--- src/hdl/phsd_pkg.sv ---
`default_nettype none

package phsd_pkg;

    // Defaults for the top-level parameters.
    localparam int HEADER_COUNT_MAX_DEF = 255;
    localparam int FIFO_DEPTH_DEF       = 4;

    // Register indexes on the configuration port.
    localparam logic REG_REMAP = 1'b0;
    localparam logic REG_LIMIT = 1'b1;

    // Word class tags taken from the top bits of a readout word.
    localparam logic [4:0] MARKER_TAG      = 5'b11111;
    localparam logic [4:0] HEADER_TAG      = 5'b11101;
    localparam logic [2:0] DATA_HEADER_TAG = 3'b001;

    // Raw ToT codes below this value give a hit.
    localparam logic [3:0] TOT_RAW_LIMIT = 4'd13;

    typedef struct packed {
        logic [3:0]  tot;
        logic [7:0]  column;
        logic [10:0] row;
        logic [31:0] event_index;
        logic [8:0]  header_index;
        logic [7:0]  chip;
        logic        last;
    } t_hit;

    typedef struct packed {
        logic [1:0] num;
        t_hit       hit0;
        t_hit       hit1;
    } t_push;

endpackage

`default_nettype wire

--- src/hdl/phsd_hit_fifo.sv ---
`default_nettype none

module phsd_hit_fifo
    import phsd_pkg::*;
#(
    parameter int DEPTH = FIFO_DEPTH_DEF
) (
    input  wire logic                       i_clk,
    input  wire logic                       i_rst_n,
    input  wire t_push                      i_push,
    output logic                            o_valid,
    input  wire logic                       i_ready,
    output t_hit                            o_hit,
    output logic [$clog2(DEPTH + 1) - 1:0] o_count
);

    localparam int PW = $clog2(DEPTH);
    localparam int CW = $clog2(DEPTH + 1);

    t_hit            r_mem [DEPTH];
    logic [PW - 1:0] r_wr;
    logic [PW - 1:0] r_rd;
    logic [CW - 1:0] r_count;
    logic [PW - 1:0] wr_next;
    logic [PW - 1:0] n_wr;
    logic [PW - 1:0] n_rd;
    logic [CW - 1:0] n_count;
    logic            pop;

    function automatic logic [PW - 1:0] ptr_inc(input logic [PW - 1:0] ptr);
        logic [PW - 1:0] res;
        if (ptr == PW'(DEPTH - 1)) begin
            res = '0;
        end else begin
            res = ptr + 1'b1;
        end
        return res;
    endfunction

    assign pop     = o_valid && i_ready;
    assign wr_next = ptr_inc(r_wr);
    assign o_valid = (r_count != '0);
    assign o_hit   = r_mem[r_rd];
    assign o_count = r_count;

    always_comb begin
        case (i_push.num)
            2'd1:    n_wr = wr_next;
            2'd2:    n_wr = ptr_inc(wr_next);
            default: n_wr = r_wr;
        endcase
        n_rd    = pop ? ptr_inc(r_rd) : r_rd;
        n_count = CW'(r_count + CW'(i_push.num) - CW'(pop));
    end

    always_ff @(posedge i_clk) begin
        if (!i_rst_n) begin
            r_wr    <= '0;
            r_rd    <= '0;
            r_count <= '0;
        end else begin
            r_wr    <= n_wr;
            r_rd    <= n_rd;
            r_count <= n_count;
        end
    end

    always_ff @(posedge i_clk) begin
        if (i_push.num != 2'd0) begin
            r_mem[r_wr] <= i_push.hit0;
        end
        if (i_push.num == 2'd2) begin
            r_mem[wr_next] <= i_push.hit1;
        end
    end

endmodule

`default_nettype wire

--- src/hdl/pixel_hit_stream_decoder_top.sv ---
// Channel     | Direction | Handshake          | Payload
// ------------+-----------+--------------------+------------------------------------------
// Readout in  | input     | i_valid / o_ready  | i_action, i_raw_word, i_channel_id
// Hits out    | output    | o_valid / i_ready  | o_hit_tot .. o_last (one hit per transfer)
// Config      | input     | psel/penable/pready| paddr, pwdata, pwrite, prdata
//
// A request is taken into an input register and decoded there against the
// window state; the hits it yields (zero, one or two) drop into a small hit queue.
// A new request can be taken every cycle while the queue has room for two more hits.
// The output side drains one hit per cycle while i_ready is high, so a stream of two-hit
// records cannot be taken at the full input rate; the single hit output port sets their pace.
// Reset is synchronous and active low and clears all control state and the window state.
// Either side may stall at any time: the queue holds finished hits while the decoder works on.
`default_nettype none

module pixel_hit_stream_decoder_top
    import phsd_pkg::*;
#(
    parameter int HEADER_COUNT_MAX = HEADER_COUNT_MAX_DEF,
    parameter int FIFO_DEPTH       = FIFO_DEPTH_DEF
) (
    input  wire logic               i_clk,
    input  wire logic               i_rst_n,
    // Readout word requests.
    input  wire logic               i_valid,
    output logic                    o_ready,
    input  wire logic               i_action,
    input  wire logic [23:0]        i_raw_word,
    input  wire logic [7:0]         i_channel_id,
    // Decoded hits.
    output logic                    o_valid,
    input  wire logic               i_ready,
    output logic [3:0]              o_hit_tot,
    output logic signed [7:0]       o_hit_column,
    output logic signed [10:0]      o_hit_row,
    output logic [31:0]             o_event_index,
    output logic signed [8:0]       o_header_index,
    output logic [7:0]              o_chip_number,
    output logic                    o_last,
    // Configuration port.
    input  wire logic               psel,
    input  wire logic               penable,
    input  wire logic               pwrite,
    input  wire logic [2:0]         paddr,
    input  wire logic [31:0]        pwdata,
    output logic [31:0]             prdata,
    output logic                    pready
);

    // The header count holds -1 up to HEADER_COUNT_MAX, so it needs one sign bit.
    localparam int HC_W = $clog2(HEADER_COUNT_MAX + 1) + 1;
    localparam int CW   = $clog2(FIFO_DEPTH + 1);
    localparam logic signed [HC_W - 1:0] HC_MAX = HC_W'(HEADER_COUNT_MAX);

    // Configuration registers.
    logic        r_remap;
    logic [31:0] r_limit;

    // Input register.
    logic        r_stg_vld;
    logic        r_action;
    logic [23:0] r_word;
    logic [7:0]  r_chan;

    // Window state and its next values.
    logic                     r_skip_next, n_skip_next;
    logic signed [HC_W - 1:0] r_hc, n_hc;
    logic [6:0]               r_l1_id, n_l1_id;
    logic signed [8:0]        r_bunch, n_bunch;
    logic                     r_has_hits, n_has_hits;
    logic [31:0]              r_event_count, n_event_count;
    logic [7:0]               r_chip, n_chip;

    logic            fire;
    logic            limited;
    logic            is_marker;
    logic            is_header;
    logic            is_data_header;
    logic [7:0]      bunch_next;
    logic [6:0]      word_l1;
    logic [7:0]      word_bc;
    logic [7:0]      col_m1;
    logic [9:0]      row_m1;
    logic [9:0]      row_p0;
    logic [7:0]      col_out;
    logic [10:0]     row_out0;
    logic [10:0]     row_out1;
    logic [3:0]      tot_raw0;
    logic [3:0]      tot_raw1;
    logic            tot_ok0;
    logic            tot_ok1;
    logic [HC_W + 8:0] hc_ext;
    t_hit            hit_a;
    t_hit            hit_b;
    t_push           push;
    t_hit            q_hit;
    logic [CW - 1:0] q_count;

    // The item in the input register is decoded once the queue can take two hits.
    assign fire    = r_stg_vld && (q_count <= CW'(FIFO_DEPTH - 2));
    assign o_ready = !r_stg_vld || fire;

    always_ff @(posedge i_clk) begin
        if (!i_rst_n) begin
            r_stg_vld <= 1'b0;
        end else if (o_ready) begin
            r_stg_vld <= i_valid;
        end
    end

    always_ff @(posedge i_clk) begin
        if (o_ready && i_valid) begin
            r_action <= i_action;
            r_word   <= i_raw_word;
            r_chan   <= i_channel_id;
        end
    end

    // Configuration writes and reads.
    assign pready = 1'b1;

    always_ff @(posedge i_clk) begin
        if (!i_rst_n) begin
            r_remap <= 1'b0;
            r_limit <= '0;
        end else if (psel && penable && pwrite && pready) begin
            case (paddr[2])
                REG_REMAP: r_remap <= pwdata[0];
                REG_LIMIT: r_limit <= pwdata;
                default:   r_remap <= r_remap;
            endcase
        end
    end

    always_comb begin
        case (paddr[2])
            REG_REMAP: prdata = {31'd0, r_remap};
            REG_LIMIT: prdata = r_limit;
            default:   prdata = '0;
        endcase
    end

    // Word classification and field extraction.
    assign limited        = (r_limit != '0) && (r_event_count > r_limit);
    assign is_marker      = (r_word[23:19] == MARKER_TAG);
    assign is_header      = (r_word[23:19] == HEADER_TAG);
    assign is_data_header = (r_word[18:16] == DATA_HEADER_TAG);
    assign word_l1        = r_word[14:8];
    assign word_bc        = r_word[7:0];

    // Bunch crossing expected next; a stored 255 or -1 both roll over to zero.
    assign bunch_next = (r_bunch == 9'sd255 || r_bunch[8]) ? 8'd0 : r_bunch[7:0] + 8'd1;

    // Hit coordinates. The first hit sits one row below the second one.
    assign col_m1   = {1'b0, r_word[23:17]} - 8'd1;
    assign row_p0   = {1'b0, r_word[16:8]};
    assign row_m1   = row_p0 - 10'd1;
    assign col_out  = r_remap ? {col_m1[7], col_m1[7:1]} : col_m1;
    assign row_out0 = r_remap ? {row_m1, ~col_m1[0]} : {row_m1[9], row_m1};
    assign row_out1 = r_remap ? {row_p0, ~col_m1[0]} : {row_p0[9], row_p0};
    assign tot_raw0 = r_word[7:4];
    assign tot_raw1 = r_word[3:0];
    assign tot_ok0  = (tot_raw0 < TOT_RAW_LIMIT);
    assign tot_ok1  = (tot_raw1 < TOT_RAW_LIMIT);
    assign hc_ext   = {{9{r_hc[HC_W - 1]}}, r_hc};

    always_comb begin
        hit_a.tot          = tot_raw0 + 4'd1;
        hit_a.column       = col_out;
        hit_a.row          = row_out0;
        hit_a.event_index  = r_event_count;
        hit_a.header_index = hc_ext[8:0];
        hit_a.chip         = r_chip;
        hit_a.last         = !tot_ok1;
        hit_b              = hit_a;
        hit_b.tot          = tot_raw1 + 4'd1;
        hit_b.row          = row_out1;
        hit_b.last         = 1'b1;
    end

    // One pass of the decoder over the item in the input register.
    always_comb begin
        n_skip_next   = r_skip_next;
        n_hc          = r_hc;
        n_l1_id       = r_l1_id;
        n_bunch       = r_bunch;
        n_has_hits    = r_has_hits;
        n_event_count = r_event_count;
        n_chip        = r_chip;
        push.num      = 2'd0;
        push.hit0     = hit_a;
        push.hit1     = hit_b;

        if (fire) begin
            if (r_skip_next) begin
                // The item right after a window marker is dropped.
                n_skip_next = 1'b0;
            end else if (!limited) begin
                if (r_action) begin
                    n_chip = r_chan;
                end else if (is_marker) begin
                    // Close the window; it counts as an event only if it had hits.
                    n_skip_next = 1'b1;
                    n_hc        = '1;
                    n_bunch     = -9'sd1;
                    n_has_hits  = 1'b0;
                    if (r_has_hits) begin
                        n_event_count = r_event_count + 32'd1;
                    end
                end else if (is_header) begin
                    if (is_data_header) begin
                        n_bunch = $signed({1'b0, word_bc});
                        if (&r_hc) begin
                            n_l1_id = word_l1;
                            n_hc    = '0;
                        end else if (word_l1 == r_l1_id || word_bc == bunch_next) begin
                            if (r_hc < HC_MAX) begin
                                n_hc = r_hc + 1'b1;
                            end
                        end else begin
                            // Broken continuity: this header opens a new window.
                            n_hc       = '0;
                            n_l1_id    = word_l1;
                            n_has_hits = 1'b0;
                            if (r_has_hits) begin
                                n_event_count = r_event_count + 32'd1;
                            end
                        end
                    end
                end else begin
                    push.num = {1'b0, tot_ok0} + {1'b0, tot_ok1};
                    if (!tot_ok0) begin
                        push.hit0 = hit_b;
                    end
                    if (tot_ok0 || tot_ok1) begin
                        n_has_hits = 1'b1;
                    end
                end
            end
        end
    end

    always_ff @(posedge i_clk) begin
        if (!i_rst_n) begin
            r_skip_next   <= 1'b0;
            r_hc          <= '1;
            r_l1_id       <= '0;
            r_bunch       <= -9'sd1;
            r_has_hits    <= 1'b0;
            r_event_count <= '0;
            r_chip        <= '0;
        end else begin
            r_skip_next   <= n_skip_next;
            r_hc          <= n_hc;
            r_l1_id       <= n_l1_id;
            r_bunch       <= n_bunch;
            r_has_hits    <= n_has_hits;
            r_event_count <= n_event_count;
            r_chip        <= n_chip;
        end
    end

    phsd_hit_fifo #(
        .DEPTH   (FIFO_DEPTH)
    ) u_hit_fifo (
        .i_clk   (i_clk),
        .i_rst_n (i_rst_n),
        .i_push  (push),
        .o_valid (o_valid),
        .i_ready (i_ready),
        .o_hit   (q_hit),
        .o_count (q_count)
    );

    assign o_hit_tot      = q_hit.tot;
    assign o_hit_column   = $signed(q_hit.column);
    assign o_hit_row      = $signed(q_hit.row);
    assign o_event_index  = q_hit.event_index;
    assign o_header_index = $signed(q_hit.header_index);
    assign o_chip_number  = q_hit.chip;
    assign o_last         = q_hit.last;

`ifndef ASSERT_OFF
    // A swallowed item never produces hits.
    a_skip_no_hits: assert property (@(posedge i_clk) disable iff (!i_rst_n)
        (fire && r_skip_next) |-> (push.num == 2'd0))
        else $error("hits produced for a swallowed item");

    // A taken marker arms the swallow and empties the window.
    a_marker_close: assert property (@(posedge i_clk) disable iff (!i_rst_n)
        (fire && !r_skip_next && !limited && !r_action && is_marker)
        |=> (r_skip_next && !r_has_hits && (&r_hc)))
        else $error("window marker did not close the window");

    // The header count never passes its saturation value.
    a_hc_sat: assert property (@(posedge i_clk) disable iff (!i_rst_n)
        r_hc <= HC_MAX)
        else $error("header count above its limit");

    // The hit queue never overflows.
    a_queue_bound: assert property (@(posedge i_clk) disable iff (!i_rst_n)
        q_count <= CW'(FIFO_DEPTH))
        else $error("hit queue overflow");

    // Of two hits from one word only the second is marked last.
    a_last_flag: assert property (@(posedge i_clk) disable iff (!i_rst_n)
        (push.num == 2'd2) |-> (push.hit1.last && !push.hit0.last))
        else $error("wrong last flag on a two-hit record");
`endif

endmodule

`default_nettype wire

--- config.mk ---
export PLATFORM = sky130hd
export DESIGN_NAME = pixel_hit_stream_decoder_top
export DESIGN_NICKNAME = d
export VERILOG_FILES = /design/src/hdl/phsd_pkg.sv /design/src/hdl/phsd_hit_fifo.sv /design/src/hdl/pixel_hit_stream_decoder_top.sv
export SDC_FILE = /design/constraint.sdc
export NUM_CORES = 1
export LEC_CHECK = 0
export BUFFER_PORTS_ARGS = -buffer_cell sky130_fd_sc_hd__buf_2
export CAP_MARGIN = 20
export CORE_UTILIZATION = 45
export CTS_CLUSTER_DIAMETER = 100
export DETAILED_ROUTE_END_ITERATION = 16
export GPL_TIMING_DRIVEN = 1
export PLACE_DENSITY = 0.75
export RECOVER_POWER = 25
export SLEW_MARGIN = 0
export SYNTH_ARGS = -nofsm -noshare
export SYNTH_HDL_FRONTEND = slang
export SYNTH_SLANG_ARGS = --single-unit
export TNS_END_PERCENT = 30
--- constraint.sdc ---
create_clock -name i_clk -period 12.93 [get_ports i_clk]
set_clock_uncertainty 0.1 [all_clocks]
set_input_delay 0.6465 -clock i_clk [delete_from_list [all_inputs] [get_ports i_clk]]
set_output_delay 0.6465 -clock i_clk [all_outputs]
set_load 0.01 [all_outputs]
==> summary.txt <==
Worst setup path
  • CP bufs+invs: 3
  • Highest fanout seen on the critical path: 32
  • Kind of end point of the critical path: output pin
  • CP endpoint: o_hit_row[3]
  • RR Endpoint: u_hit_fifo.r_mem[3][56]
  • Worst R2R Setup Slack: ~6500 ps
  • Cell count of the worst reg-to-reg path: 17
  • Startpoint class of the critical path: flop
  • Kind of cell adding the most delay to the critical path: buffers and inverters
  • Ordered cell list for the critical path: clkbuf_1 -> clkbuf_1 -> mux4_2 -> buf_2
  • Data required time of the critical path: roughly 12000 ps
  • Source of the worst register-to-register timing path: r_limit[31]
  • Slowest stage delay, CP: around 2200 ps
  • Critical path's most frequent cell: sky130_fd_sc_hd__clkbuf_1
  • Number of cells on the critical path: 4
  • Critical Path Slowest Stage Cell: sky130_fd_sc_hd__clkbuf_1
  • Worst Setup Path Type: flop to output pin
  • Worst endpoint data arrival time: approximately 6500 ps

Power
  • Total power divided by cell area: 147 mW/mm2
  • Maximum VDD drop: approximately 86 uV
  • Leakage: about 8.5 nW

STA
  • Final Setup Violations: 0
  • Maximum clock frequency: 138 MHz
  • Post-layout min period: 7220 ps
  • Final Slew Violations: roughly 250
  • Setup TNS: 0 ps
  • Final Hold Violating Endpoints: 0
  • Unrepaired setup endpoints after global routing: no
  • Actual transition at the worst max-transition pin: 2950 ps
  • Worst hold margin: between 100 and 150 ps
  • Fin crit share: 0.558
  • Worst relative slew slack: -0.964

Floorplan
  • Horizontal die dimension: 219 um
  • Die height: between 200 and 250 um
  • Die Area: approximately 0.048 mm2
  • Count of standard-cell rows: 79
  • Core Footprint: ~0.046 mm2
  • Ports: about 180
  • Initial cell density of the core: 0.455

Run status
  • Violated checks: capacitance limit, slew limit
  • Result of the run: complete, but fails checks

Layout
  • Leading cell type in the layout, fill and taps excluded: sky130_fd_sc_hd__edfxtp_1
  • Highest-count cells in the layout ignoring fill and taps: 317 x sky130_fd_sc_hd__edfxtp_1, 187 x sky130_fd_sc_hd__and2_1, 174 x sky130_fd_sc_hd__nor2_1
  • Ratio of cells with drive above 1 in the final layout: 0.127
  • Final design instance area without fill: 0.0239 mm2
  • Number of nets in the layout: about 2100
  • Area growth, synth to finish: 12.8%
  • Antenna Diode Count: 0

Route
  • Final ANT Viol Nets: 0
  • Post-detailed-routing wire length: ~53000 um
  • WL per Instance: 20.2 um
  • Number of violations reported at the end of detailed-routing iteration 0: around 1300
  • Number of vias after detailed routing: 15100
  • Number of design rule violations left after detail routing: 0
  • DRT Pass-1 Iters: 7
  • Routed via count divided by cell count: roughly 5.7

Clock tree
  • CTS Hold Buffers Added: 0
  • Count of instances resized after the clock tree is built: 0
  • Clock-pin slew reported for the worst setup and hold paths after clock tree synthesis: roughly 60 ps
  • TritonCTS clock tree: done
  • H-tree depth reported by CTS: 2
  • Cell at the root of the clock tree: sky130_fd_sc_hd__clkbuf_16
  • Clock Sinks: about 440
  • Later-pin clock latency in the skew report: 580 ps
  • Number of buffers added by the clock tree synthesis step: 46
  • Buffer count from post-CTS setup fixing: 0
  • Max clock buf depth: 3

Synth
  • Net Count, Synth: roughly 2000
  • Count of unique library cells instantiated by Yosys: 68
  • Most used flip-flop cell after synthesis: sky130_fd_sc_hd__edfxtp_1
  • Number of register bits inferred by synthesis: 435
  • Cells after synthesis: roughly 1800
  • Share of the yosys chip area belonging to registers: 0.561
  • Number of flops mapped to enable cells by yosys: ~320
  • Number of warning messages in the yosys log: 0
  • Average size of a mapped cell: between 10 and 15 um2
  • Cell area after synthesis: between 0.02 and 0.025 mm2
  • FFs w/ async S/R, synth: 0

Placement
  • DP Wirelength: roughly 35000 um
  • Area of placed instances: between 0.02 and 0.025 mm2
  • Routability congestion estimate from global placement: approximately 0.9
  • Port buffer count: 179

Min path
  • Hold/Removal Path Class: input pin to flop

GRT
  • Wire length of the first global-routing pass: around 81000 um
  • Via count of the first global-routing pass: about 15000
  • Antenna violations before repair: 0
  • Total routing usage reported by global routing: 0.221
  • Pin count of the biggest net entering global routing: between 60 and 70
  • Congestion Overflow GR: 0

Job
  • Maximum capacitance violations: 6
[registers in the layout, summed over array words and instances (netlist names), 2 cells and up, named ones only]
name	count
r_chan	8
r_chip	8
u_hit_fifo.r_rd	2
r_hc	9
u_hit_fifo.r_mem	292
r_limit	32
r_l1_id	7
r_bunch	9
r_word	24
r_event_count	32
u_hit_fifo.o_count	3
u_hit_fifo.r_wr	2
[synth_stat cells (all sizes together), types with 5 or more instances]
cell type | instances | share of area
mux2i | 32 | 0.015
nor4 | 19 | 0.0056
or3 | 14 | 0.0041
o21ai | 69 | 0.016
buf | 23 | 0.0055
and3 | 10 | 0.0030
nor2 | 175 | 0.031
xnor2 | 20 | 0.0083
or4 | 8 | 0.0028
nor2b | 8 | 0.0024
dfxtp | 118 | 0.11
inv | 73 | 0.013
mux4 | 73 | 0.078
nor3 | 32 | 0.0076
nand4 | 26 | 0.0077
xor2 | 13 | 0.0054
o221ai | 5 | 0.0021
o311ai | 5 | 0.0021
a21oi | 115 | 0.027
a22oi | 9 | 0.0032
o21a | 13 | 0.0046
o22ai | 25 | 0.0074
mux2 | 6 | 0.0032
nand3 | 44 | 0.010
nand2b | 19 | 0.0056
o32ai | 5 | 0.0021
and2 | 188 | 0.056
o211ai | 15 | 0.0053
ha | 57 | 0.034
nand2 | 153 | 0.027
a31oi | 12 | 0.0043
clkbuf | 90 | 0.016
edfxtp | 317 | 0.45
[through the flow]
stage / util / instances / total power [mW] / setup slack (ps)
2_1_floorplan: - / 1848 / 2.03 / 7010
3_3_place_gp: 0.484 / 2536 / 2.23 / 6680
3_5_place_dp: 0.484 / 2536 / 2.25 / 6550
4_1_cts: 0.517 / 2620 / 3.57 / 6530
5_1_grt: 0.514 / 2623 / 3.66 / 4690
6_report: 0.514 / 2623 / 3.52 / 5710
[area by class of cell]
type	count	area, um2
clock buffers	65	1330
repair buffers	197	892
well taps	607	759
inverters	73	284
clock inverters	19	170
flip-flops and latches	435	11900
fillers	4069	22600
multi-input cells	1227	8550
[power by group]
group / internal [mW] / total [mW] / leakage (nW) / switching [mW]
Combinational: 0.240 / 0.565 / 3.75 / 0.324
Clock: 0.776 / 1.32 / 0.745 / 0.541
Sequential: 1.57 / 1.63 / 4.00 / 0.0660
Total: 2.58 / 3.52 / 8.50 / 0.931
[logic make-up after synthesis]
family / after synthesis / share of synthesized area
AO/OA/AOI/OAI: 311 / 0.0903
XOR/XNOR: 33 / 0.0137
adder cells (fa/ha/maj): 58 / 0.0346
buffers and inverters: 186 / 0.0344
flip-flops: 435 / 0.561
multiplexers: 111 / 0.0960
other: 1 / 0.000177
AND/OR/NAND/NOR: 713 / 0.169
[how the worst min path moves through the flow]
stage | depth (start not counted) | end | startpoint | slack (ps)
finish | 1 | r_word[13] | i_raw_word[13] | 140
global route | 1 | r_word[20] | i_raw_word[20] | 110
CTS | 1 | r_word[13] | i_raw_word[13] | 110
detailed placement | 2 | u_hit_fifo.r_mem[2][60] | u_hit_fifo.r_mem[2][60] | 350
global placement | 2 | u_hit_fifo.r_mem[3][60] | u_hit_fifo.r_mem[3][60] | 340
floorplan | 2 | u_hit_fifo.r_mem[2][60] | u_hit_fifo.r_mem[2][60] | 330
[routing by layer]
metal | up-vias | global-route usage | part of all wire
li1 | 7032 | - | -
met1 | 7413 | 0.284 | 0.41
met2 | 536 | 0.383 | 0.50
met3 | 93 | 0.0367 | 0.065
met4 | 0 | 0.0667 | 0.025
met5 | - | 0 | 0
No activity file was read; power rests on OpenSTA's default activity.
